### src/sv/tgs_pkg.sv
`default_nettype none
// ----------------------------------------------------------------------------
// tgs_pkg
// Shared types, constants and saturating helpers for the trilateration solver.
// ----------------------------------------------------------------------------
package tgs_pkg;

    localparam int MAX_DIM    = 4;
    localparam int NUM_COORDS = 4;
    localparam int CNT_W      = $clog2(MAX_DIM + 2);
    localparam int ROW_W      = $clog2(MAX_DIM);
    localparam int PROW_W     = $clog2(MAX_DIM + 1);
    localparam int COL_W      = $clog2(NUM_COORDS);

    localparam logic [CNT_W-1:0] RHS_COL = CNT_W'(MAX_DIM);
    localparam logic signed [63:0] SAT_MAX = 64'sh7FFF_FFFF_FFFF_FFFF;

    typedef enum logic [1:0] {
        OP_MUL,
        OP_SQR,
        OP_DIV
    } t_op;

    typedef struct packed {
        logic start;
        t_op  op;
        logic sh32;
    } t_arith_req;

    typedef enum logic [2:0] {
        AS_IDLE,
        AS_MUL,
        AS_MUL_FIN,
        AS_DIV,
        AS_DIV_FIN
    } t_arith_state;

    typedef enum logic [4:0] {
        S_IDLE,
        S_B_SQ0,
        S_B_W0,
        S_B_SQ1,
        S_B_W1,
        S_B_R0,
        S_B_W2,
        S_B_R1,
        S_B_W3,
        S_E_PIV0,
        S_E_PIV,
        S_E_SW0,
        S_E_SW1,
        S_E_SW2,
        S_E_CHK,
        S_E_ROW,
        S_E_DIV,
        S_E_DIVW,
        S_E_UPD,
        S_E_UPW,
        S_X_INIT,
        S_X_MUL,
        S_X_MW,
        S_X_DIV,
        S_X_DW,
        S_OUT
    } t_state;

    function automatic logic [63:0] mag64(input logic signed [63:0] v);
        mag64 = v[63] ? (64'd0 - 64'(v)) : 64'(v);
    endfunction

    function automatic logic signed [63:0] sat_mag(input logic [63:0] m, input logic neg,
                                                   input logic over);
        logic sat;
        sat = over || (m > 64'(SAT_MAX));
        if (sat) begin
            sat_mag = neg ? -SAT_MAX : SAT_MAX;
        end else begin
            sat_mag = neg ? -$signed(m) : $signed(m);
        end
    endfunction

    function automatic logic signed [63:0] sat_sub64(input logic signed [63:0] a,
                                                     input logic signed [63:0] b);
        logic signed [64:0] d;
        d = {a[63], a} - {b[63], b};
        if (d > $signed({SAT_MAX[63], SAT_MAX})) begin
            sat_sub64 = SAT_MAX;
        end else if (d < -$signed({SAT_MAX[63], SAT_MAX})) begin
            sat_sub64 = -SAT_MAX;
        end else begin
            sat_sub64 = d[63:0];
        end
    endfunction

    function automatic logic signed [31:0] sat32(input logic signed [63:0] v);
        if (v > 64'sh0000_0000_7FFF_FFFF) begin
            sat32 = 32'sh7FFF_FFFF;
        end else if (v < -64'sh0000_0000_8000_0000) begin
            sat32 = 32'sh8000_0000;
        end else begin
            sat32 = v[31:0];
        end
    endfunction

endpackage
`default_nettype wire

### src/sv/tgs_arith.sv
`default_nettype none
// ----------------------------------------------------------------------------
// tgs_arith
// Shared multiply / divide unit: 64x64 multiply (rounded except squares at
// 16-bit shift) from four 32x32 partial products; 128-step restoring divider.
// ----------------------------------------------------------------------------
module tgs_arith (
    input  wire logic                    i_clk,
    input  wire logic                    i_rst_n,
    input  wire tgs_pkg::t_arith_req     i_req,
    input  wire logic signed [63:0]      i_opa,
    input  wire logic signed [63:0]      i_opb,
    output logic                         o_done,
    output logic signed [63:0]           o_result
);

    tgs_pkg::t_arith_state r_state, n_state;
    tgs_pkg::t_op          r_op, n_op;
    logic                  r_sh32, n_sh32;
    logic                  r_neg, n_neg;
    logic [63:0]           r_ma, n_ma;
    logic [63:0]           r_mb, n_mb;
    logic [127:0]          r_acc, n_acc;
    logic [63:0]           r_pp, n_pp;
    logic [1:0]            r_pp_sh, n_pp_sh;
    logic [6:0]            r_cnt, n_cnt;
    logic [63:0]           r_rem, n_rem;
    logic                  r_done, n_done;
    logic signed [63:0]    r_res, n_res;

    logic [31:0]  mul_a, mul_b;
    logic [63:0]  prod;
    logic [127:0] pp_wide;
    logic [64:0]  div_t, div_diff;
    logic         div_ge;
    logic [127:0] rnd, p_rnd, q_full;
    logic         up;
    logic [63:0]  lo_inc;
    logic [63:0]  opa_mag;

    always_ff @(posedge i_clk) begin
        if (!i_rst_n) begin
            r_state <= tgs_pkg::AS_IDLE;
            r_done  <= 1'b0;
        end else begin
            r_state <= n_state;
            r_done  <= n_done;
        end
    end

    always_ff @(posedge i_clk) begin
        r_op    <= n_op;
        r_sh32  <= n_sh32;
        r_neg   <= n_neg;
        r_ma    <= n_ma;
        r_mb    <= n_mb;
        r_acc   <= n_acc;
        r_pp    <= n_pp;
        r_pp_sh <= n_pp_sh;
        r_cnt   <= n_cnt;
        r_rem   <= n_rem;
        r_res   <= n_res;
    end

    always_comb begin
        mul_a = r_cnt[1] ? r_ma[63:32] : r_ma[31:0];
        mul_b = r_cnt[0] ? r_mb[63:32] : r_mb[31:0];
        prod  = mul_a * mul_b;

        unique case (r_pp_sh)
            2'd0:    pp_wide = {64'd0, r_pp};
            2'd1:    pp_wide = {32'd0, r_pp, 32'd0};
            default: pp_wide = {r_pp, 64'd0};
        endcase

        div_t    = {r_rem, r_acc[127]};
        div_ge   = div_t >= {1'b0, r_mb};
        div_diff = div_t - {1'b0, r_mb};

        if (r_sh32) begin
            rnd = 128'd1 << 31;
        end else if (r_op == tgs_pkg::OP_SQR) begin
            rnd = 128'd0;
        end else begin
            rnd = 128'd1 << 15;
        end
        p_rnd  = r_acc + rnd;
        q_full = r_sh32 ? (p_rnd >> 32) : (p_rnd >> 16);

        up     = {r_rem, 1'b0} >= {1'b0, r_mb};
        lo_inc = r_acc[63:0] + {63'd0, up};

        opa_mag = tgs_pkg::mag64(i_opa);

        n_state = r_state;
        n_op    = r_op;
        n_sh32  = r_sh32;
        n_neg   = r_neg;
        n_ma    = r_ma;
        n_mb    = r_mb;
        n_acc   = r_acc;
        n_pp    = r_pp;
        n_pp_sh = r_pp_sh;
        n_cnt   = r_cnt;
        n_rem   = r_rem;
        n_res   = r_res;
        n_done  = 1'b0;

        unique case (r_state)
            tgs_pkg::AS_IDLE: begin
                if (i_req.start) begin
                    n_op   = i_req.op;
                    n_sh32 = i_req.sh32;
                    n_neg  = i_opa[63] ^ i_opb[63];
                    n_ma   = opa_mag;
                    n_mb   = tgs_pkg::mag64(i_opb);
                    n_cnt  = 7'd0;
                    n_rem  = 64'd0;
                    if (i_req.op == tgs_pkg::OP_DIV) begin
                        n_acc   = i_req.sh32 ? {32'd0, opa_mag, 32'd0}
                                             : {48'd0, opa_mag, 16'd0};
                        n_state = tgs_pkg::AS_DIV;
                    end else begin
                        n_acc   = 128'd0;
                        n_state = tgs_pkg::AS_MUL;
                    end
                end
            end
            tgs_pkg::AS_MUL: begin
                if (r_cnt != 7'd4) begin
                    n_pp    = prod;
                    n_pp_sh = {1'b0, r_cnt[1]} + {1'b0, r_cnt[0]};
                end
                if (r_cnt != 7'd0) begin
                    n_acc = r_acc + pp_wide;
                end
                n_cnt = r_cnt + 7'd1;
                if (r_cnt == 7'd4) begin
                    n_state = tgs_pkg::AS_MUL_FIN;
                end
            end
            tgs_pkg::AS_MUL_FIN: begin
                n_res   = tgs_pkg::sat_mag(q_full[63:0], r_neg, |q_full[127:64]);
                n_done  = 1'b1;
                n_state = tgs_pkg::AS_IDLE;
            end
            tgs_pkg::AS_DIV: begin
                n_rem = div_ge ? div_diff[63:0] : div_t[63:0];
                n_acc = {r_acc[126:0], div_ge};
                n_cnt = r_cnt + 7'd1;
                if (r_cnt == 7'd127) begin
                    n_state = tgs_pkg::AS_DIV_FIN;
                end
            end
            tgs_pkg::AS_DIV_FIN: begin
                n_res   = tgs_pkg::sat_mag(lo_inc, r_neg,
                                           (|r_acc[127:64]) || (up && (&r_acc[63:0])));
                n_done  = 1'b1;
                n_state = tgs_pkg::AS_IDLE;
            end
            default: begin
                n_state = tgs_pkg::AS_IDLE;
            end
        endcase
    end

    assign o_done   = r_done;
    assign o_result = r_res;

endmodule
`default_nettype wire
### config.mk
export PLATFORM = sky130hd
export DESIGN_NAME = tgs_arith
export DESIGN_NICKNAME = d
export VERILOG_FILES = /design/src/sv/tgs_pkg.sv /design/src/sv/tgs_arith.sv
export SDC_FILE = /design/constraint.sdc
export NUM_CORES = 2
export LEC_CHECK = 0
export ABC_AREA = 1
export BUFFER_PORTS_ARGS = -buffer_cell sky130_fd_sc_hd__buf_2
export CORE_MARGIN = 2
export CORE_UTILIZATION = 43
export CTS_BUF_LIST = sky130_fd_sc_hd__clkbuf_8
export CTS_CLUSTER_DIAMETER = 200
export CTS_CLUSTER_SIZE = 10
export DETAILED_ROUTE_END_ITERATION = 12
export GPL_TIMING_DRIVEN = 0
export PLACE_DENSITY = 0.67
export SYNTH_ARGS = -nofsm -noshare
export SYNTH_HDL_FRONTEND = slang
export SYNTH_SLANG_ARGS = --single-unit
### constraint.sdc
create_clock -name i_clk -period 16.4 [get_ports i_clk]
set_input_delay 0.82 -clock i_clk [delete_from_list [all_inputs] [get_ports i_clk]]
set_output_delay 0.82 -clock i_clk [all_outputs]
set_load 0.01 [all_outputs]
### After elaboration in Yosys (flattened, before gate mapping)

Index checks and enable logic that the tools add are counted.

| operators by class | value |
|---|---|
| $add $sub $neg | 10 |
| multiply operators | 1 |
| order comparisons | 4 |
| equal/unequal tests | 14 |
| multiplexer cells | 30 |
| bitwise logic cells | 1 |
| reductions and logical operators | 22 |

Operators with widths:

| operator | number |
|---|---|
| 64-bit 2-to-1 mux | 8 |
| 128-bit case mux with 3 select lines | 1 |
| 128-bit adder | 2 |
| 128-bit 2-to-1 mux | 2 |
| 128-bit case mux with 2 select lines | 1 |
| 64-bit case mux with 2 select lines | 2 |
| 96-bit 2-to-1 mux | 2 |
| 65-bit by 64-bit >= comparator with 1-bit output | 2 |
| 64-bit by 63-bit greater-than comparator with 1-bit output (second input constant) | 2 |
| 64-bit negator | 2 |
| 64-bit OR reduction | 2 |
| 1-bit by 64-bit subtractor with 64-bit output (first input constant) | 2 |
| 112-bit 2-to-1 mux | 1 |
| 32-bit 2-to-1 mux | 3 |
| 64-bit by 1-bit adder with 64-bit output | 1 |
| 32-bit by 32-bit multiplier with 64-bit output | 1 |
| 64-bit AND reduction | 1 |
| 64-bit subtractor | 1 |
| 63-bit 2-to-1 mux | 1 |
| 16-bit 2-to-1 mux | 1 |
| 7-bit case mux with 2 select lines | 1 |
| 3-bit 2-to-1 mux | 3 |
| 3-bit case mux with 3 select lines | 1 |
| 2-bit != test (second input constant) | 4 |
| 24 further kinds | 35 |

| storage, ports and cells | value |
|---|---|
| bits in registers | 465 |
| input bits | 134 |
| logic and storage cells | 96 |

### Depth between registers and ports, before layout

| logic depth | value |
|---|---|
| depth after elaboration | 9 |
| gate-level depth with buffers | 37 |

### Worst setup path after synthesis

Ideal clock, no wire load.

| path | value |
|---|---|
| path type | register to register |
| start point | register r_cnt[0] |
| end point | register r_acc[0], enable pin |
| library setup time | 0.684 ns |
| arrival time | 15.933 ns |
| data required time | 15.716 ns |
| setup slack | -0.217 ns |
| cell stages (with the launch flop) | 14 |
| period minus slack after synthesis | 16.617 ns |
| cells stage by stage | edfxtp_1 > clkbuf_1 > clkbuf_1 > inv_1 > ha_1 > nand3_1 > inv_1 > a21oi_1 > a31o_2 > nor2_1 > inv_1 > nor2_1 > inv_1 > a32oi_1 |

| between the ends | value |
|---|---|
| longest elaborated chain between the ends | 3 |

Ends and longest elaborated chain:

| element | RTL line | source |
|---|---|---|
| from (decl) | tgs_arith.sv:26 | `logic [6:0] r_cnt, n_cnt;` |
| from (signal assigned) | tgs_arith.sv:60 | `r_cnt <= n_cnt;` |
| 7-bit nonzero test | tgs_arith.sv:134 | `if (r_cnt != 7'd0) begin` |
| 2-bit != test (no line) | - |  |
| 3-bit AND reduction (no line) | - |  |
| to (signal assigned) | tgs_arith.sv:57 | `r_acc <= n_acc;` |
| to (decl) | tgs_arith.sv:23 | `logic [127:0] r_acc, n_acc;` |

Every way passes these cells.
A chain may end at the register's enable or synchronous reset.

### Worst setup path after layout

| path | value |
|---|---|
| start point | register r_cnt[0] |
| end point | register r_pp[53], data pin |

| between the ends | value |
|---|---|
| longest elaborated chain between the ends | 2 |

Ends and longest elaborated chain:

| element | RTL line | source |
|---|---|---|
| 32-bit 2-to-1 mux | tgs_arith.sv:67 | `mul_b = r_cnt[0] ? r_mb[63:32] : r_mb[31:0];` |
| 32-bit by 32-bit multiplier with 64-bit output | tgs_arith.sv:68 | `prod = mul_a * mul_b;` |
| via prod[53] | tgs_arith.sv:32 | `logic [63:0] prod;` |
| to (signal assigned) | tgs_arith.sv:58 | `r_pp <= n_pp;` |
| to (decl) | tgs_arith.sv:24 | `logic [63:0] r_pp, n_pp;` |

The timed path passes the listed nets, and every way through them passes these cells.

==> flow_metrics.py <==
metrics = {
    "worst_setup_path": {
        "cp_slowest_cell": "clkbuf_1",
        "cp-end-kind": "flop",
        "startpoint_type": "flop",
        "cp_data_required_time_ps": 16940,
        "worstRegToRegCells": 30,
        "critPathArrivalTime_ps": 12130,
        "worstSetupPathType": "reg -> reg",
        "r2r_slack_ps": 4810,
        "critical-path-max-stage-delay_ps": 960,
        "regToRegEndpoint": "r_pp[53]",
        "crit_path_frequent_cell": "fa_1",
        "r2r-start": "r_cnt[0]",
        "worst-path-max-fanout": 10,
    },
    "run": {
        "maxCapViolations": 19,
    },
    "clock_tree": {
        "clkLatencyLatePin_ps": 940,
        "cts_htree_levels": 2,
        "clk_pin_slew_worst_paths_ps": 120,
        "cts_made_buffers": 52,
        "cts_root_buffer": "clkbuf_8",
        "cts.sinks": 465,
        "cts_setup_buffers": 0,
        "cts_tree": "yes",
        "clockBufferDepth": 3,
        "cts_resized": 0,
        "hold_buffers": 0,
    },
    "route": {
        "post_drt_via_cell_ratio": 5.86,
        "vias": 86200,
        "wl_per_cell_um": 30.1,
        "drtIter0Drc": 10600,
        "detail-route-antenna-nets": 0,
        "dr.pass1.iters": 7,
        "drt_wl_total_mm": 443,
        "drc_errors": 0,
    },
    "floorplan": {
        "die_h_um": 442,
        "start_util_pct": 43.3,
        "num_io_pins": 199,
        "core_um2": 190000,
        "die_w_um": 442,
        "rows": 160,
        "die_area_um2": 195000,
    },
    "global_route": {
        "grt_pass1_vias": 83700,
        "overflow": 0,
        "grtUsageTotal_pct": 45.3,
        "grt_pass1_wl_mm": 618,
        "antenna_found_initial": 55,
        "grt_max_degree": 65,
    },
    "placed_design": {
        "place_area_um2": 87200,
        "place_hpwl_mm": 378,
        "place_congestion": 1.11,
        "pre_cts_ws_ps": 5090,
        "place.port_buffers": 196,
    },
    "yosys": {
        "synthCells": 11800,
        "synth_cell_types": 72,
        "synth_edf_count": 461,
        "syn_area_um2": 82300,
        "synthFlopType": "edfxtp_1",
        "yosysWarnings": 0,
        "synth_seq_cells": 465,
        "yosysSeqAreaShare_pct": 16.9,
        "avgSynthCellArea_um2": 6.95,
        "postSynth.asyncResetShare_pct": 0,
        "synthDominantAreaCellType": "fa_1",
        "yosysTopAreaCellShare_pct": 21.8,
        "synth_area_leaders": "fa_1 (22%), edfxtp_1 (17%), nand2_1 (12%), inv_1 (9.7%), nor2_1 (8.5%)",
        "synth.net_count": 13300,
    },
    "sta": {
        "final_hold_viol_count": 0,
        "rsz0062_at_grt": "no",
        "layout_min_cycle_time_ps": 11590,
        "worst_slack_ps": 4810,
        "holdWs_ps": 206,
        "slew_headroom_pct": -14.5,
        "timing.fmax_mhz": 86.3,
        "skew_ps": 159,
        "min_period_over_period_pct": 70.7,
        "setup_violations": 0,
        "slew_violations": 70,
        "worst_slew_pin_slew_ps": 1710,
    },
    "finish": {
        "nets": 13600,
        "syn2layout_area_growth_pct": 7.21,
        "fill_cells": 20400,
        "drive_gt1_share_pct": 4.46,
        "final_cell_mix": "nand2_1 (2525), inv_1 (2132), nor2_1 (1867)",
        "layout.cells.most_common": "nand2_1",
        "fin_area_um2": 88300,
    },
    "min_path": {
        "worstHoldPathType": "in -> reg",
        "hold_depth": 1,
        "holdCritStartpoint": "i_req[0]",
        "hold_end": "r_sh32",
    },
    "run_status": {
        "status": "finished, violations left",
        "violations": "capacitance limit, slew limit",
    },
}
==> flip-flops by register name, summed over array words and instances, names as in the netlist <==
| name | count |
|---|---|
| r_acc | 128 |
| o_done | 1 |
| r_mb | 64 |
| r_rem | 64 |
| r_state | 3 |
| r_op | 2 |
| r_pp_sh | 2 |
| r_neg | 1 |
| o_result | 64 |
| r_pp | 64 |
| r_sh32 | 1 |
| r_ma | 64 |
| r_cnt | 7 |
==> worst max-delay path, delay by kind of cell (launching register included) <==
kind | cells | cell delay (ps)
AOI/OAI and AO/OA | 6 | 3010
buffers and inverters | 7 | 2410
xor gates and xnor gates | 1 | 60
and+or+nand+nor | 7 | 720
DFF | 1 | 830
adders and majority gates | 9 | 4200
==> stage by stage <==
step,utilization [%],TNS (ps),cells
after floorplan,-,0,11800
after global placement,45.5,-1183220,14600
after detailed placement,45.8,0,14600
after CTS,46.3,0,14700
after global routing,46.4,0,14700
final,46.4,0,14700
==> cell families (layout without fill, tap and decap cells) <==
family	Yosys count	count (layout)	synth area share (%)
simple gates	5435	5435	27.1
other cells	0	48	0
flops	465	465	16.9
compound gates	1732	1732	11.9
buf+inv	2497	2811	11.5
xor+xnor	350	350	3.73
fa+ha+maj	1364	1364	28.9
==> how the worst max path moves through the flow <==
stage | to | startpoint | slack (ps) | cells past startpoint
floorplan | r_acc[0] | r_cnt[0] | 2410 | 13
global placement | r_acc[104] | r_cnt[0] | -7330 | 13
detailed placement | r_pp[53] | r_cnt[0] | 5090 | 30
CTS | r_pp[53] | r_cnt[0] | 5020 | 30
global route | r_pp[53] | r_cnt[0] | 4360 | 30
finish | r_pp[53] | r_cnt[0] | 4810 | 30
==> layout make-up <==
type / instances / area, um^2 / area share, %
inverters: 2169 / 8140 / 9.23
clock buffers: 52 / 716 / 0.811
clock inverters: 18 / 103 / 0.116
flip-flops and latches: 465 / 13900 / 15.8
multi-input cells: 8881 / 59100 / 67.0
repair buffers: 244 / 1670 / 1.89
diodes: 48 / 120 / 0.136
well taps: 2511 / 3140 / 3.56
plain buffers: 328 / 1320 / 1.49
==> synth_stat cells, drive strengths merged (58+ instances only) <==
master and instances:
nand2 2558, inv 2135, nor2 1912, fa 898, a21oi 668, nand3 596
o21ai 584, ha 466, edfxtp 461, clkbuf 270, xor2 229, xnor2 121
nand4 111, nor3 98, o22ai 91, a31oi 83, or2 65, buf 58
==> metal layers <==
metal / vias to the layer above / GRT usage (%) / share of wire [%]
met3: 1445 / 12.6 / 11
met1: 41300 / 53.1 / 36
met5: - / 0.758 / 0.058
met4: 24 / 39.3 / 11
li1: 38100 / - / -
met2: 5282 / 68.0 / 43
Power is not shown: default switching activity piles up to over one toggle a cycle in this logic, so the estimate is an artifact.
